`config.mk`:
```
export PLATFORM = sky130hd
export DESIGN_NAME = scba_ctrl
export DESIGN_NICKNAME = d
export VERILOG_FILES = /design/src/design/scba_pkg.sv /design/src/design/scba_ctrl.sv
export SDC_FILE = /design/constraint.sdc
export NUM_CORES = 1
export LEC_CHECK = 0
export ABC_AREA = 1
export BUFFER_PORTS_ARGS = -buffer_cell sky130_fd_sc_hd__clkbuf_2
export CORE_MARGIN = 2
export CORE_UTILIZATION = 35
export DETAILED_ROUTE_END_ITERATION = 10
export PLACE_DENSITY = 0.67
export SYNTH_ARGS = -nofsm -noshare
export SYNTH_HDL_FRONTEND = slang
export SYNTH_SLANG_ARGS = --single-unit
```
`constraint.sdc`:
```
create_clock -name clk -period 1.9 [get_ports clk]
set_input_delay 0.285 -clock clk [delete_from_list [all_inputs] [get_ports clk]]
set_output_delay 0.285 -clock clk [all_outputs]
set_load 0.02 [all_outputs]
```
`src/design/scba_pkg.sv`:
```
// Shared types, result codes and size-class functions for the block allocator.
package scba_pkg;

  localparam int BucketBytesLog = 14;
  localparam int BucketBits = 7;
  localparam int BlockBits = 11;
  localparam int LinkBits = 12;
  localparam int AddrBits = 48;
  localparam logic [15:0] MaxBlockBytes = 16'd16384;

  localparam logic [2:0] ST_ALLOCATED = 3'd0;
  localparam logic [2:0] ST_TOO_LARGE = 3'd1;
  localparam logic [2:0] ST_EMPTY = 3'd2;
  localparam logic [2:0] ST_FREED = 3'd3;
  localparam logic [2:0] ST_NOT_OURS = 3'd4;

  typedef struct packed {
    logic       clear;
    logic       latch_in;
    logic       head_rd;
    logic       next_rd;
    logic       div_start;
    logic       alloc_wr;
    logic       free_wr;
    logic       mul;
    logic       addr_calc;
    logic       finish;
    logic [2:0] code;
  } scba_cmd_t;

  typedef struct packed {
    logic clear_last;
    logic is_free;
    logic too_large;
    logic out_of_heap;
    logic head_valid;
    logic div_busy;
    logic block_ok;
  } scba_sts_t;

  // Block size of a bucket in bytes.
  function automatic logic [14:0] scba_block_size(input logic [6:0] b);
    logic [14:0] t;
    logic [2:0]  r;
    t = 15'(b[3:0]) + 15'd1;
    r = b[6:4] - 3'd1;
    if (b < 7'd32) begin
      scba_block_size = (15'(b) + 15'd1) << 3;
    end else begin
      scba_block_size = (15'd128 << r) + (t << (4'(r) + 4'd3));
    end
  endfunction

  // Smallest bucket whose block size holds req (req at most 16384).
  function automatic logic [6:0] scba_alloc_bucket(input logic [15:0] req);
    logic [14:0] m;
    logic [14:0] rel;
    logic [2:0]  r;
    m = 15'(req - 16'd1);
    r = 3'd1;
    for (int k = 8; k < 14; k++) begin
      if (m[k]) r = 3'(k - 7);
    end
    rel = m - (15'd128 << r);
    if (req == 16'd0) begin
      scba_alloc_bucket = 7'd0;
    end else if (req <= 16'd256) begin
      scba_alloc_bucket = 7'(m >> 3);
    end else begin
      scba_alloc_bucket = 7'd32 + {r - 3'd1, 4'b0} + 7'(rel >> (4'(r) + 4'd3));
    end
  endfunction

endpackage

```
`src/design/scba_ctrl.sv`:
```
// Controller state machine that sequences clearing, allocate and free.
module scba_ctrl
  import scba_pkg::*;
(
  input  logic      clk,
  input  logic      rst,
  input  scba_sts_t sts,
  output scba_cmd_t cmd,
  input  logic      req_valid,
  output logic      req_stall,
  output logic      rsp_valid,
  input  logic      rsp_stall
);

  localparam logic [2:0] S_CLEAR = 3'd0;
  localparam logic [2:0] S_IDLE = 3'd1;
  localparam logic [2:0] S_HEAD = 3'd2;
  localparam logic [2:0] S_ACHK = 3'd3;
  localparam logic [2:0] S_ANEXT = 3'd4;
  localparam logic [2:0] S_AADDR = 3'd5;
  localparam logic [2:0] S_FDIV = 3'd6;
  localparam logic [2:0] S_DONE = 3'd7;

  logic [2:0] state;
  logic [2:0] state_next;
  logic [2:0] code;
  logic [2:0] code_next;
  logic       rsp_valid_next;

  assign req_stall = state != S_IDLE;
  assign rsp_valid_next = cmd.finish | (rsp_valid & rsp_stall);

  always_ff @(posedge clk) begin
    if (rst) begin
      state <= S_CLEAR;
      code <= ST_ALLOCATED;
      rsp_valid <= 1'b0;
    end else begin
      state <= state_next;
      code <= code_next;
      rsp_valid <= rsp_valid_next;
    end
  end

  always_comb begin
    cmd = '0;
    cmd.code = code;
    state_next = state;
    code_next = code;
    case (state)
      S_CLEAR: begin
        cmd.clear = 1'b1;
        if (sts.clear_last) state_next = S_IDLE;
      end
      S_IDLE: begin
        if (req_valid) begin
          cmd.latch_in = 1'b1;
          state_next = S_HEAD;
        end
      end
      S_HEAD: begin
        if (!sts.is_free && sts.too_large) begin
          code_next = ST_TOO_LARGE;
          state_next = S_DONE;
        end else if (sts.is_free && sts.out_of_heap) begin
          code_next = ST_NOT_OURS;
          state_next = S_DONE;
        end else if (sts.is_free) begin
          cmd.head_rd = 1'b1;
          cmd.div_start = 1'b1;
          state_next = S_FDIV;
        end else begin
          cmd.head_rd = 1'b1;
          state_next = S_ACHK;
        end
      end
      S_ACHK: begin
        if (!sts.head_valid) begin
          code_next = ST_EMPTY;
          state_next = S_DONE;
        end else begin
          cmd.next_rd = 1'b1;
          state_next = S_ANEXT;
        end
      end
      S_ANEXT: begin
        cmd.alloc_wr = 1'b1;
        cmd.mul = 1'b1;
        state_next = S_AADDR;
      end
      S_AADDR: begin
        cmd.addr_calc = 1'b1;
        code_next = ST_ALLOCATED;
        state_next = S_DONE;
      end
      S_FDIV: begin
        if (!sts.div_busy) begin
          if (sts.block_ok) begin
            cmd.free_wr = 1'b1;
            code_next = ST_FREED;
          end else begin
            code_next = ST_NOT_OURS;
          end
          state_next = S_DONE;
        end
      end
      S_DONE: begin
        if (!rsp_valid || !rsp_stall) begin
          cmd.finish = 1'b1;
          state_next = S_IDLE;
        end
      end
      default: begin
        state_next = S_IDLE;
      end
    endcase
  end

endmodule

```
Word level (Yosys, flattened, before mapping)
Index checks and enable logic that the tools add are counted.

Word-level logic and storage cells: 63. Input bits: 11. Bits in registers: 7. Memory bits (writable): 0. ROM bits: 0. Bits in latches: 0. Memories kept: 0. Output and inout port bits: 15.

Shifts and indexed selects: 0. Div/mod/pow operators: 0. Magnitude comparators: 0. Multipliers: 0. Reduce and logical (&&, ||, !) cells: 10. Bitwise logic cells: 2. Muxes and demuxes: 34. Equality and inequality tests: 14. Add/subtract/negate cells: 0.

Operators with widths (number): 2-to-1 mux 3 bit (12); case mux 3 bit (8 select lines) (1); 2-to-1 mux 1 bit (19); == test 3 bit (second input constant) (4); case mux 3 bit (4 select lines) (1); != test 2 bit (second input constant) (5); AND reduction 4 bit (2); == test 3 x 2 -> 1 bit (second input constant) (2); nonzero test 4 bit (1); == test 3 x 1 -> 1 bit (second input constant) (1); logical NOT 1 bit (3); logical NOT 3 bit (1); != test 3 x 1 -> 1 bit (second input constant) (1); != test 3 bit (second input constant) (1); logical AND 1 bit (2); 2-to-1 mux 2 bit (1); AND 1 bit (1); logical OR 1 bit (1); bitwise OR 1 bit (1).

Depth between registers and ports, before layout
Gate-level depths: netlist (run 1).

Depth in word-level cells: 5. Mapped depth: 9. Gate-level depth less buffers: 8.

Worst setup path after synthesis (run 1)
Ideal clock, no wire load.

Kind: flip-flop to output port. From: reg state[2]. To: out cmd[7] (netlist bit). Cell stages (with the launch flop): 5. Path slack: 0.340 ns. Required time: 1.615 ns. Path buffers: 2. Arrival: 1.275 ns. Cell sequence: dfxtp_1 > buf_4 > inv_4 > nor3_1 > buf_4.

RTL lines: start: declaration (line scba_ctrl.sv:24) `logic [2:0] state;`; start signal: assignment (line scba_ctrl.sv:39) `state <= state_next;`; end: declaration (line scba_ctrl.sv:8) `output scba_cmd_t cmd,`.

==> results of run 1 <==
## Yosys cell counts
cell type / instances / share of area, %
sky130_fd_sc_hd__nand2_1: 18 / 12
sky130_fd_sc_hd__inv_1: 15 / 9.7
sky130_fd_sc_hd__nor2_1: 15 / 9.7
sky130_fd_sc_hd__nand3_1: 8 / 6.9
sky130_fd_sc_hd__dfxtp_1: 7 / 24
sky130_fd_sc_hd__a21oi_1: 4 / 3.4
sky130_fd_sc_hd__buf_4: 3 / 3.9
sky130_fd_sc_hd__inv_2: 3 / 1.9
sky130_fd_sc_hd__nand2_2: 3 / 3.2
sky130_fd_sc_hd__nand4_1: 3 / 3.2
sky130_fd_sc_hd__nor2_2: 3 / 3.2
sky130_fd_sc_hd__nand3b_1: 2 / 2.6
sky130_fd_sc_hd__nor3_1: 2 / 1.7
sky130_fd_sc_hd__clkinv_1: 1 / 0.64
sky130_fd_sc_hd__inv_4: 1 / 1.1
sky130_fd_sc_hd__nand2_4: 1 / 1.9
sky130_fd_sc_hd__nand3_4: 1 / 3.0
sky130_fd_sc_hd__nand4_2: 1 / 2.1
sky130_fd_sc_hd__o211ai_2: 1 / 2.1
sky130_fd_sc_hd__o21ai_0: 1 / 0.86
sky130_fd_sc_hd__o21ai_1: 1 / 0.86
sky130_fd_sc_hd__o21bai_1: 1 / 1.3
sky130_fd_sc_hd__or2_2: 1 / 1.1
## state kept, by name, indices dropped and copies added, names as in the netlist
register   flops
code           3
state          3
rsp_valid      1
## how the worst max path moves through the flow
stage	to	slack, ps	depth (start not counted)
after CTS	cmd[3]	180	5
after detailed placement	cmd[3]	460	5
final	cmd[3]	200	5
after global placement	cmd[3]	510	5
after floorplan	cmd[7]	340	4
after global routing	cmd[3]	60	5
## layer usage
layer | routed length (um) | global-route usage [%] | share of wire, % | vias up
li1 | - | - | - | 349
met1 | 632 | 18.3 | 47 | 288
met2 | 608 | 26.1 | 45 | 26
met3 | 109 | 7.20 | 8.1 | 0
met4 | 0 | 3.53 | 0 | 0
met5 | 0 | 0 | 0 | -
## stage by stage
stage	std cells	util, %
final	138	47.5
after floorplan	96	-
after CTS	138	47.5
after global routing	138	47.5
after detailed placement	134	45.8
after global placement	134	45.8
## cells by family after synthesis
logic type	count (synthesis)
buffers and inverters	23
flip-flops	7
AND/OR/NAND/NOR	58
AO/OA/AOI/OAI	8
## layout by cell type, fill, tap and decap left out, types with 2 or more instances in the layout
cell type                  netlist  routed
sky130_fd_sc_hd__clkbuf_2        0      25
sky130_fd_sc_hd__nand2_1        18      18
sky130_fd_sc_hd__inv_1          15      15
sky130_fd_sc_hd__nor2_1         15      15
sky130_fd_sc_hd__nand3_1         8       8
sky130_fd_sc_hd__dfxtp_1         7       7
sky130_fd_sc_hd__a21oi_1         4       4
sky130_fd_sc_hd__inv_2           3       3
sky130_fd_sc_hd__nor2_2          3       3
sky130_fd_sc_hd__nand2_2         3       3
sky130_fd_sc_hd__nand4_1         3       3
sky130_fd_sc_hd__clkbuf_4        0       3
sky130_fd_sc_hd__nor3_1          2       2
sky130_fd_sc_hd__nand3b_1        2       2
## cell type report
| cell class | count | area [um^2] | share of cell area (%) |
|---|---|---|---|
| tap | 16 | 20.0 | 2.74 |
| multi-input combinational | 66 | 343 | 46.8 |
| clock buffer | 4 | 26.3 | 3.59 |
| sequential | 7 | 140 | 19.1 |
| inverter | 20 | 77.6 | 10.6 |
| timing repair buffer | 25 | 125 | 17.1 |
## where the power goes
part / switching [mW] / internal, mW
clock network: 0.0545 / 0.0801
logic: 0.198 / 0.109
registers: 0.0385 / 0.175
==> summary.md, run 1 <==
| Metric | Value |
|---|---|
| Number of filler instances in the final layout | `178` |
| Run status | `finished clean` |
| Synth Area in Adders | `0%` |
| Synthesized flop and latch total | `7` |
| Clk slew on worst S/H paths | `~50 ps` |
| Clock insertion delay at the later pin of the skew report | `approximately 250 ps` |
| Number of diodes | `0` |
| Arr. time, crit path | `1420 ps` |
| Post-route clock period utilization | `approximately nine tenths` |
| Overall routing resource usage | `between 10% and 20%` |
| Cell-by-cell listing of the critical path | `nand2_2 > nor2_2 > inv_1 > nor2_1 > clkbuf_2` |
| Post-Synth XOR/XNOR Area | `0%` |
| Period minus WS final | `around 1700 ps` |
| Setup TNS | `0 ps` |
| Yosys synthesis warning count | `0` |
| Hold Worst Slack | `roughly 250 ps` |
| Count of endpoints failing hold in the final timing report | `0` |
| Summed instance area of the synthesized netlist | `roughly 580 um^2` |
| Resized cells post-CTS | `0` |
| Num rows | `14` |
| Number of vias in the routed layout | `around 660` |
| Post-detailed-route DRC marker count | `0` |
| Number of distinct standard cells referenced by the synthesized netlist | `23` |
| Starting Density | `37.8%` |
| Number of sinks driven by the clock tree | `7` |
| Critical path startpoint | `state[1]` |
| Gate family responsible for the most delay along the worst path | `flip-flops` |
| Setup violators final | `0` |
| Proportion of layout cells with a drive suffix above 1 | `a little over a third` |
| First-pass GRT wire length | `between 2000 and 2500 um` |
| Min-delay src | `rst` |
| Final net count | `about 130` |
| Post-CTS repair timing setup buffer count | `0` |
| Pin slew with the least headroom to its limit | `~420 ps` |
| Post-DRT Antenna Nets | `0` |
| Crit-path max FO | `9` |
| Fin worst setup slack | `roughly 200 ps` |
| Routed wire length | `1350 um` |
| Max Buffers Root-to-Sink | `2` |
| Reg2Reg Setup Slack | `about 500 ps` |
| Power Total | `roughly 0.65 mW` |
| Leakage dissipation | `roughly 0.46 nW` |
| Core outline area | `1540 um^2` |
| Number of top-level pins | `26` |
| Clock tree from TritonCTS | `built` |
| F_max | `roughly 600 MHz` |
| Total power divided by cell area | `~900 nW/um^2` |
| Unrepaired setup endpoints after global routing | `false` |
| Sequential element share of the synthesized area | `24.0%` |
| Number of DRC violations after detailed-routing iteration 0 | `8` |
| Hold path cells | `2` |
| Synthesized area divided by synthesized cell count | `between 6 and 7 um^2` |
| Highest-delay cell along the critical path | `sky130_fd_sc_hd__dfxtp_1` |
| Die extent in x | `roughly 45 um` |
| Max-Slew Margin vs Limit | `slightly above 70%` |
| CTS Buf Count | `3` |
| Global route total overflow | `0` |
| Net count after synthesis | `107` |
| Terminus of the critical flop-to-flop path | `code[0]` |
| Drt pass-1 iters | `4` |
| Number of max-slew violations in the final report | `0` |
| RePlAce Congestion | `a little over 0.8` |
| Type of origin of the critical path | `flop` |
| Peak supply drop | `approximately 0.00040 V` |
| Critical path endpoint category | `output port` |
| Post-synthesis mux area share | `0%` |
| Beginning of the worst register-to-register path | `state[2]` |
| Placed Instance Area | `706 um^2` |
| Area of all placed cells without fillers | `732 um^2` |
| Via density per instance | `4.80` |
| Worst slack after detailed placement | `around 460 ps` |
| Die height | `~45 um` |
| Skew final | `~1.9 ps` |
| Worst setup path class | `reg2out` |
| Average wire per standard cell | `between 9 and 10 um` |
| Largest family of logic cells by synthesized area | `simple AND/OR/NAND/NOR gates` |
| Share of synthesized cell area in and, or, nand and nor gates | `between 50% and 60%` |
| Reported max-cap violation count | `0` |
| Compound-cell area share of the yosys netlist | `around 8.6%` |
| Clock root buffer | `sky130_fd_sc_hd__clkbuf_4` |
| Vias in the first global route | `~580` |
| CTS HTree Levels | `1` |
| Hpwl dp | `1110 um` |
| Required time of the critical path | `roughly 1600 ps` |
| Depth of the most critical reg-to-reg path | `7` |
| Initial antenna violation count | `0` |
| Number of instances in the synthesized netlist | `96` |
| Largest net degree at the start of global routing | `10` |
| PortBufs | `25` |
| Area of the die | `2010 um^2` |
| Area growth, synth to finish | `25.5%` |
| Type of the tightest min-delay check | `in2reg` |
| Hold Crit Endpoint | `rsp_valid` |
| Hold buffer count at cts | `0` |
| Worst Path Buf+Inv | `2` |
| Highest cell delay on the worst timing path | `between 500 and 600 ps` |
No activity file was read; power rests on OpenSTA's default activity.
==> inputs of run 2 (changes only) <==
--- a/config.mk
+++ b/config.mk
@@ -10,7 +10,6 @@
 export CORE_MARGIN = 2
 export CORE_UTILIZATION = 35
 export DETAILED_ROUTE_END_ITERATION = 10
-export PLACE_DENSITY = 0.67
 export SYNTH_ARGS = -nofsm -noshare
 export SYNTH_HDL_FRONTEND = slang
 export SYNTH_SLANG_ARGS = --single-unit
==> summary.md, run 2 (synthesis gave the netlist of run 1 again) <==
| Metric | Value |
|---|---|
| Average wire per standard cell | `9.59 um (-2.0%)` |
| Global route total overflow | `0 (unchanged)` |
| RePlAce Congestion | `0.834 (+1.2%)` |
| Number of diodes | `0 (unchanged)` |
| Arr. time, crit path | `1430 ps (about the same)` |
| Number of vias in the routed layout | `670 (+1.1%)` |
| PortBufs | `25 (unchanged)` |
| Type of origin of the critical path | `flop` |
| Number of sinks driven by the clock tree | `7 (unchanged)` |
| Initial antenna violation count | `0 (unchanged)` |
| Depth of the most critical reg-to-reg path | `7 (unchanged)` |
| Area growth, synth to finish | `25.5% (unchanged)` |
| Pin slew with the least headroom to its limit | `410 ps (-7.64 ps)` |
| Type of the tightest min-delay check | `in2reg` |
| Terminus of the critical flop-to-flop path | `state[2]` |
| Post-CTS repair timing setup buffer count | `0 (unchanged)` |
| Critical path startpoint | `state[1]` |
| Largest registers | `code x3, state x3, rsp_valid x1` |
| Reg2Reg Setup Slack | `530 ps (+20 ps)` |
| Worst setup path class | `reg2out` |
| Die height | `44.8 um (unchanged)` |
| Post-placement cell count | `134 (unchanged)` |
| Crit-path max FO | `9 (unchanged)` |
| Leakage dissipation | `0.464 nW (unchanged)` |
| Via density per instance | `4.86 (+1.1%)` |
| Number of top-level pins | `26 (unchanged)` |
| Count of endpoints failing hold in the final timing report | `0 (unchanged)` |
| Largest net degree at the start of global routing | `10 (unchanged)` |
| Required time of the critical path | `1620 ps (about the same)` |
| Post-route clock period utilization | `90.0% (+0.50 points)` |
| Number of max-slew violations in the final report | `0 (unchanged)` |
| Area of the die | `2010 um^2 (unchanged)` |
| Max Buffers Root-to-Sink | `2 (unchanged)` |
| Hpwl dp | `1130 um (+2.2%)` |
| Hold buffer count at cts | `0 (unchanged)` |
| Routed wire length | `1320 um (-2.0%)` |
| Leading cell types in the layout, fill and taps excluded | `sky130_fd_sc_hd__clkbuf_2, sky130_fd_sc_hd__nand2_1, sky130_fd_sc_hd__inv_1, sky130_fd_sc_hd__nor2_1, sky130_fd_sc_hd__nand3_1` |
| Clock insertion delay at the later pin of the skew report | `260 ps (about the same)` |
| Period minus WS final | `1710 ps (+9.43 ps)` |
| Skew final | `2.09 ps (+0.167 ps)` |
| Most common library cell in the layout ignoring fill and taps | `sky130_fd_sc_hd__clkbuf_2` |
| Resized cells post-CTS | `0 (unchanged)` |
| Num rows | `14 (unchanged)` |
| Setup TNS | `0 ps (unchanged)` |
| Unrepaired setup endpoints after global routing | `false` |
| Total power divided by cell area | `899 nW/um^2 (+0.47%)` |
| Die extent in x | `44.8 um (unchanged)` |
| First-pass GRT wire length | `2100 um (-8.4%)` |
| Drt pass-1 iters | `4 (unchanged)` |
| Final net count | `134 (unchanged)` |
| Final Core Density | `47.5% (unchanged)` |
| Overall routing resource usage | `14.9% (-0.72 points)` |
| Critical path endpoint category | `output port` |
| Clk slew on worst S/H paths | `50 ps (about the same)` |
| Hold path cells | `2 (unchanged)` |
| Setup violators final | `0 (unchanged)` |
| Max-Slew Margin vs Limit | `72.6% (+0.51 points)` |
| Number of DRC violations after detailed-routing iteration 0 | `16 (+8)` |
| Area of all placed cells without fillers | `732 um^2 (unchanged)` |
| Peak supply drop | `0.000447 V (+12%)` |
| Placed Instance Area | `706 um^2 (unchanged)` |
| Starting Density | `37.8% (unchanged)` |
| Final std cells w/o fill | `138 (unchanged)` |
| Post-DRT Antenna Nets | `0 (unchanged)` |
| Hold Worst Slack | `237 ps (-14.8 ps)` |
| Reported max-cap violation count | `0 (unchanged)` |
| Post-detailed-route DRC marker count | `0 (unchanged)` |
| Run status | `finished clean` |
| F_max | `585 MHz (-0.55%)` |
| Clock root buffer | `sky130_fd_sc_hd__clkbuf_4` |
| CTS Buf Count | `3 (unchanged)` |
| CTS HTree Levels | `1 (unchanged)` |
| Vias in the first global route | `518 (-11%)` |
| Crit path capture | `cmd[3]` |
| Proportion of layout cells with a drive suffix above 1 | `35.2% (unchanged)` |
| Core outline area | `1540 um^2 (unchanged)` |
| Clock tree from TritonCTS | `built` |
| Beginning of the worst register-to-register path | `state[1]` |
## run 2: cell counts in the layout (fill, tap and decap cells not counted)
No cell type changed its count.
## run 2: layout make-up
cell class	instances	area (um^2)
Fill cell	173	810
Multi-Input combinational cell	66	343
Sequential cell	7	140
Timing Repair Buffer	25	125
Inverter	20	77.6
Clock buffer	4	26.3
Tap cell	16	20.0
## run 2: worst min path at each step
stage,from,endpoint,slack [ps]
after floorplan,rst,rsp_valid,350
after global placement,rsp_valid,rsp_valid,490
after detailed placement,rsp_valid,rsp_valid,490
after CTS,rst,state[1],240
after global routing,rst,rsp_valid,250
final,rst,state[1],240
## run 2: power breakdown
group | switching [mW] | total (mW) | internal, mW
Combinational | 0.196 | 0.305 | 0.109
Clock | 0.0591 | 0.139 | 0.0804
Sequential | 0.0388 | 0.213 | 0.175
Total | 0.294 | 0.658 | 0.364
## run 2: critical path: stages (launching register included)
cell,delay (ps)
sky130_fd_sc_hd__dfxtp_1,570
sky130_fd_sc_hd__nand2_2,160
sky130_fd_sc_hd__nor2_2,120
sky130_fd_sc_hd__inv_1,70
sky130_fd_sc_hd__nor2_1,80
sky130_fd_sc_hd__clkbuf_2,170
## run 2: stage by stage
step	power (mW)	worst slack, ps
2_1_floorplan	0.448	340
3_3_place_gp	0.519	512
3_5_place_dp	0.525	446
4_1_cts	0.669	170
5_1_grt	0.714	64.1
6_report	0.658	190
## run 2: routing by layer
layer | vias to the layer above | GRT usage, % | share of wire (%)
met4 | 0 | 10.6 | 1.9
met5 | - | 0 | 0
met3 | 4 | 4.80 | 7.8
met1 | 291 | 17.0 | 43
li1 | 351 | - | -
met2 | 24 | 23.5 | 47
==> inputs of run 3 (changes only) <==
--- a/config.mk
+++ b/config.mk
@@ -10,6 +10,7 @@
 export CORE_MARGIN = 2
 export CORE_UTILIZATION = 35
 export DETAILED_ROUTE_END_ITERATION = 10
+export GPL_TIMING_DRIVEN = 0
 export SYNTH_ARGS = -nofsm -noshare
 export SYNTH_HDL_FRONTEND = slang
 export SYNTH_SLANG_ARGS = --single-unit
==> summary.md, run 3 (synthesis gave the netlist of run 1 again) <==
| Metric | Value |
|---|---|
| Run status | `finished clean` |
| Hold buffer count at cts | `0 (unchanged)` |
| Most common library cell in the layout ignoring fill and taps | `sky130_fd_sc_hd__clkbuf_2` |
| Overall routing resource usage | `15.1% (+0.19 points)` |
| Peak supply drop | `0.000458 V (+2.3%)` |
| Post-DRT Antenna Nets | `0 (unchanged)` |
| Setup TNS | `0 ps (unchanged)` |
| Number of max-slew violations in the final report | `0 (unchanged)` |
| Die extent in x | `44.8 um (unchanged)` |
| Clock root buffer | `sky130_fd_sc_hd__clkbuf_4` |
| Setup violators final | `0 (unchanged)` |
| Proportion of layout cells with a drive suffix above 1 | `36.8% (+1.6 points)` |
| RePlAce Congestion | `0.773 (-7.3%)` |
| First-pass GRT wire length | `2190 um (+4.3%)` |
| Largest registers | `code x3, state x3, rsp_valid x1` |
| CTS Buf Count | `3 (unchanged)` |
| Type of origin of the critical path | `flop` |
| Via density per instance | `4.62 (-4.8%)` |
| Global route total overflow | `0 (unchanged)` |
| Core outline area | `1540 um^2 (unchanged)` |
| Crit-path max FO | `7 (-2)` |
| Pin slew with the least headroom to its limit | `239 ps (-170 ps)` |
| Total power divided by cell area | `880 nW/um^2 (-2.1%)` |
| Required time of the critical path | `1620 ps (about the same)` |
| Count of endpoints failing hold in the final timing report | `0 (unchanged)` |
| Worst slack after detailed placement | `582 ps (+135 ps)` |
| Die height | `44.8 um (unchanged)` |
| Starting Density | `37.8% (unchanged)` |
| Hpwl dp | `1130 um (+0.18%)` |
| Clock tree from TritonCTS | `built` |
| Unrepaired setup endpoints after global routing | `false` |
| CTS HTree Levels | `1 (unchanged)` |
| Type of the tightest min-delay check | `in2reg` |
| Max Buffers Root-to-Sink | `2 (unchanged)` |
| Number of diodes | `0 (unchanged)` |
| Routed wire length | `1340 um (+1.5%)` |
| F_max | `630 MHz (+7.8%)` |
| Number of sinks driven by the clock tree | `7 (unchanged)` |
| Leading cell types in the layout, fill and taps excluded | `sky130_fd_sc_hd__clkbuf_2, sky130_fd_sc_hd__nand2_1, sky130_fd_sc_hd__inv_1, sky130_fd_sc_hd__nor2_1, sky130_fd_sc_hd__nand3_1` |
| Arr. time, crit path | `1300 ps (-130 ps)` |
| Average wire per standard cell | `9.53 um (-0.65%)` |
| PortBufs | `25 (unchanged)` |
| Area of the die | `2010 um^2 (unchanged)` |
| Post-detailed-route DRC marker count | `0 (unchanged)` |
| Clock insertion delay at the later pin of the skew report | `250 ps (about the same)` |
| Fin worst setup slack | `313 ps (+123 ps)` |
| Drt pass-1 iters | `4 (unchanged)` |
| Number of top-level pins | `26 (unchanged)` |
| Largest net degree at the start of global routing | `10 (unchanged)` |
| Resized cells post-CTS | `0 (unchanged)` |
| Period minus WS final | `1590 ps (-123 ps)` |
| Post-CTS repair timing setup buffer count | `0 (unchanged)` |
| Max-Slew Margin vs Limit | `84.0% (+11 points)` |
| Area growth, synth to finish | `29.4%` |
| Initial antenna violation count | `0 (unchanged)` |
| Critical path endpoint category | `output port` |
| Number of DRC violations after detailed-routing iteration 0 | `5 (-11)` |
| Clk slew on worst S/H paths | `50 ps (about the same)` |
| Leakage dissipation | `0.481 nW (+3.5%)` |
| Number of vias in the routed layout | `652 (-2.7%)` |
| Vias in the first global route | `567 (+9.5%)` |
| Num rows | `14 (unchanged)` |
| Skew final | `1.26 ps (-0.830 ps)` |
| Worst setup path class | `reg2out` |
| Post-route clock period utilization | `83.5% (-6.5 points)` |
| Reported max-cap violation count | `0 (unchanged)` |
| Final net count | `137 (+2.2%)` |
-- run 3: changes by cell type in the layout (fill, tap and decap cells not counted) --
cell,change
sky130_fd_sc_hd__buf_4,+3
-- run 3: routing by layer --
layer	global-route usage, %	part of all wire, %	up-vias
li1	-	-	354
met1	18.3	45	276
met2	25.2	47	22
met3	3.60	7.2	0
met4	7.06	0	0
met5	0	0	-
-- run 3: cell type report --
class	count	area, um^2
inverters	20	77.6
well taps	16	20.0
flip-flops and latches	7	140
clock buffers	4	26.3
plain buffers	3	22.5
multi-input cells	66	343
repair buffers	25	125
fillers	178	787
-- run 3: path summary, 6_finish.rpt --
path	start	end	slack, ps	cells past startpoint
worst max register to register	state[1]	state[1]	650	8
worst max-delay path	state[0]	cmd[10]	310	6
worst min register to register	rsp_valid	rsp_valid	510	2
worst min-delay path	rst	state[1]	250	2
-- run 3: power breakdown --
part           leakage (nW)  total, mW  switching, mW  internal [mW]
sequential           0.0571      0.193         0.0191          0.174
clock                0.0150      0.135         0.0547         0.0801
combinational         0.408      0.336          0.217          0.119
total                 0.481      0.664          0.291          0.373
-- run 3: worst max-delay path, cell delays in order, from the launching register on --
cell	delay, ps
sky130_fd_sc_hd__dfxtp_1	370
sky130_fd_sc_hd__inv_2	160
sky130_fd_sc_hd__nand2_4	80
sky130_fd_sc_hd__nor2_2	140
sky130_fd_sc_hd__nand2_2	100
sky130_fd_sc_hd__inv_1	50
sky130_fd_sc_hd__clkbuf_2	150
-- run 3: stage by stage --
stage                     power (mW)  std cells  cell area [um^2]  hold slack [ps]  utilization [%]
final                          0.664        141               754              247             48.9
after global routing           0.724        141               754              250             48.9
after CTS                      0.676        141               754              242             48.9
after detailed placement       0.535        137               728              508             47.2
after global placement         0.529        137               728              481             47.2
after floorplan                0.448         96               583              354                -
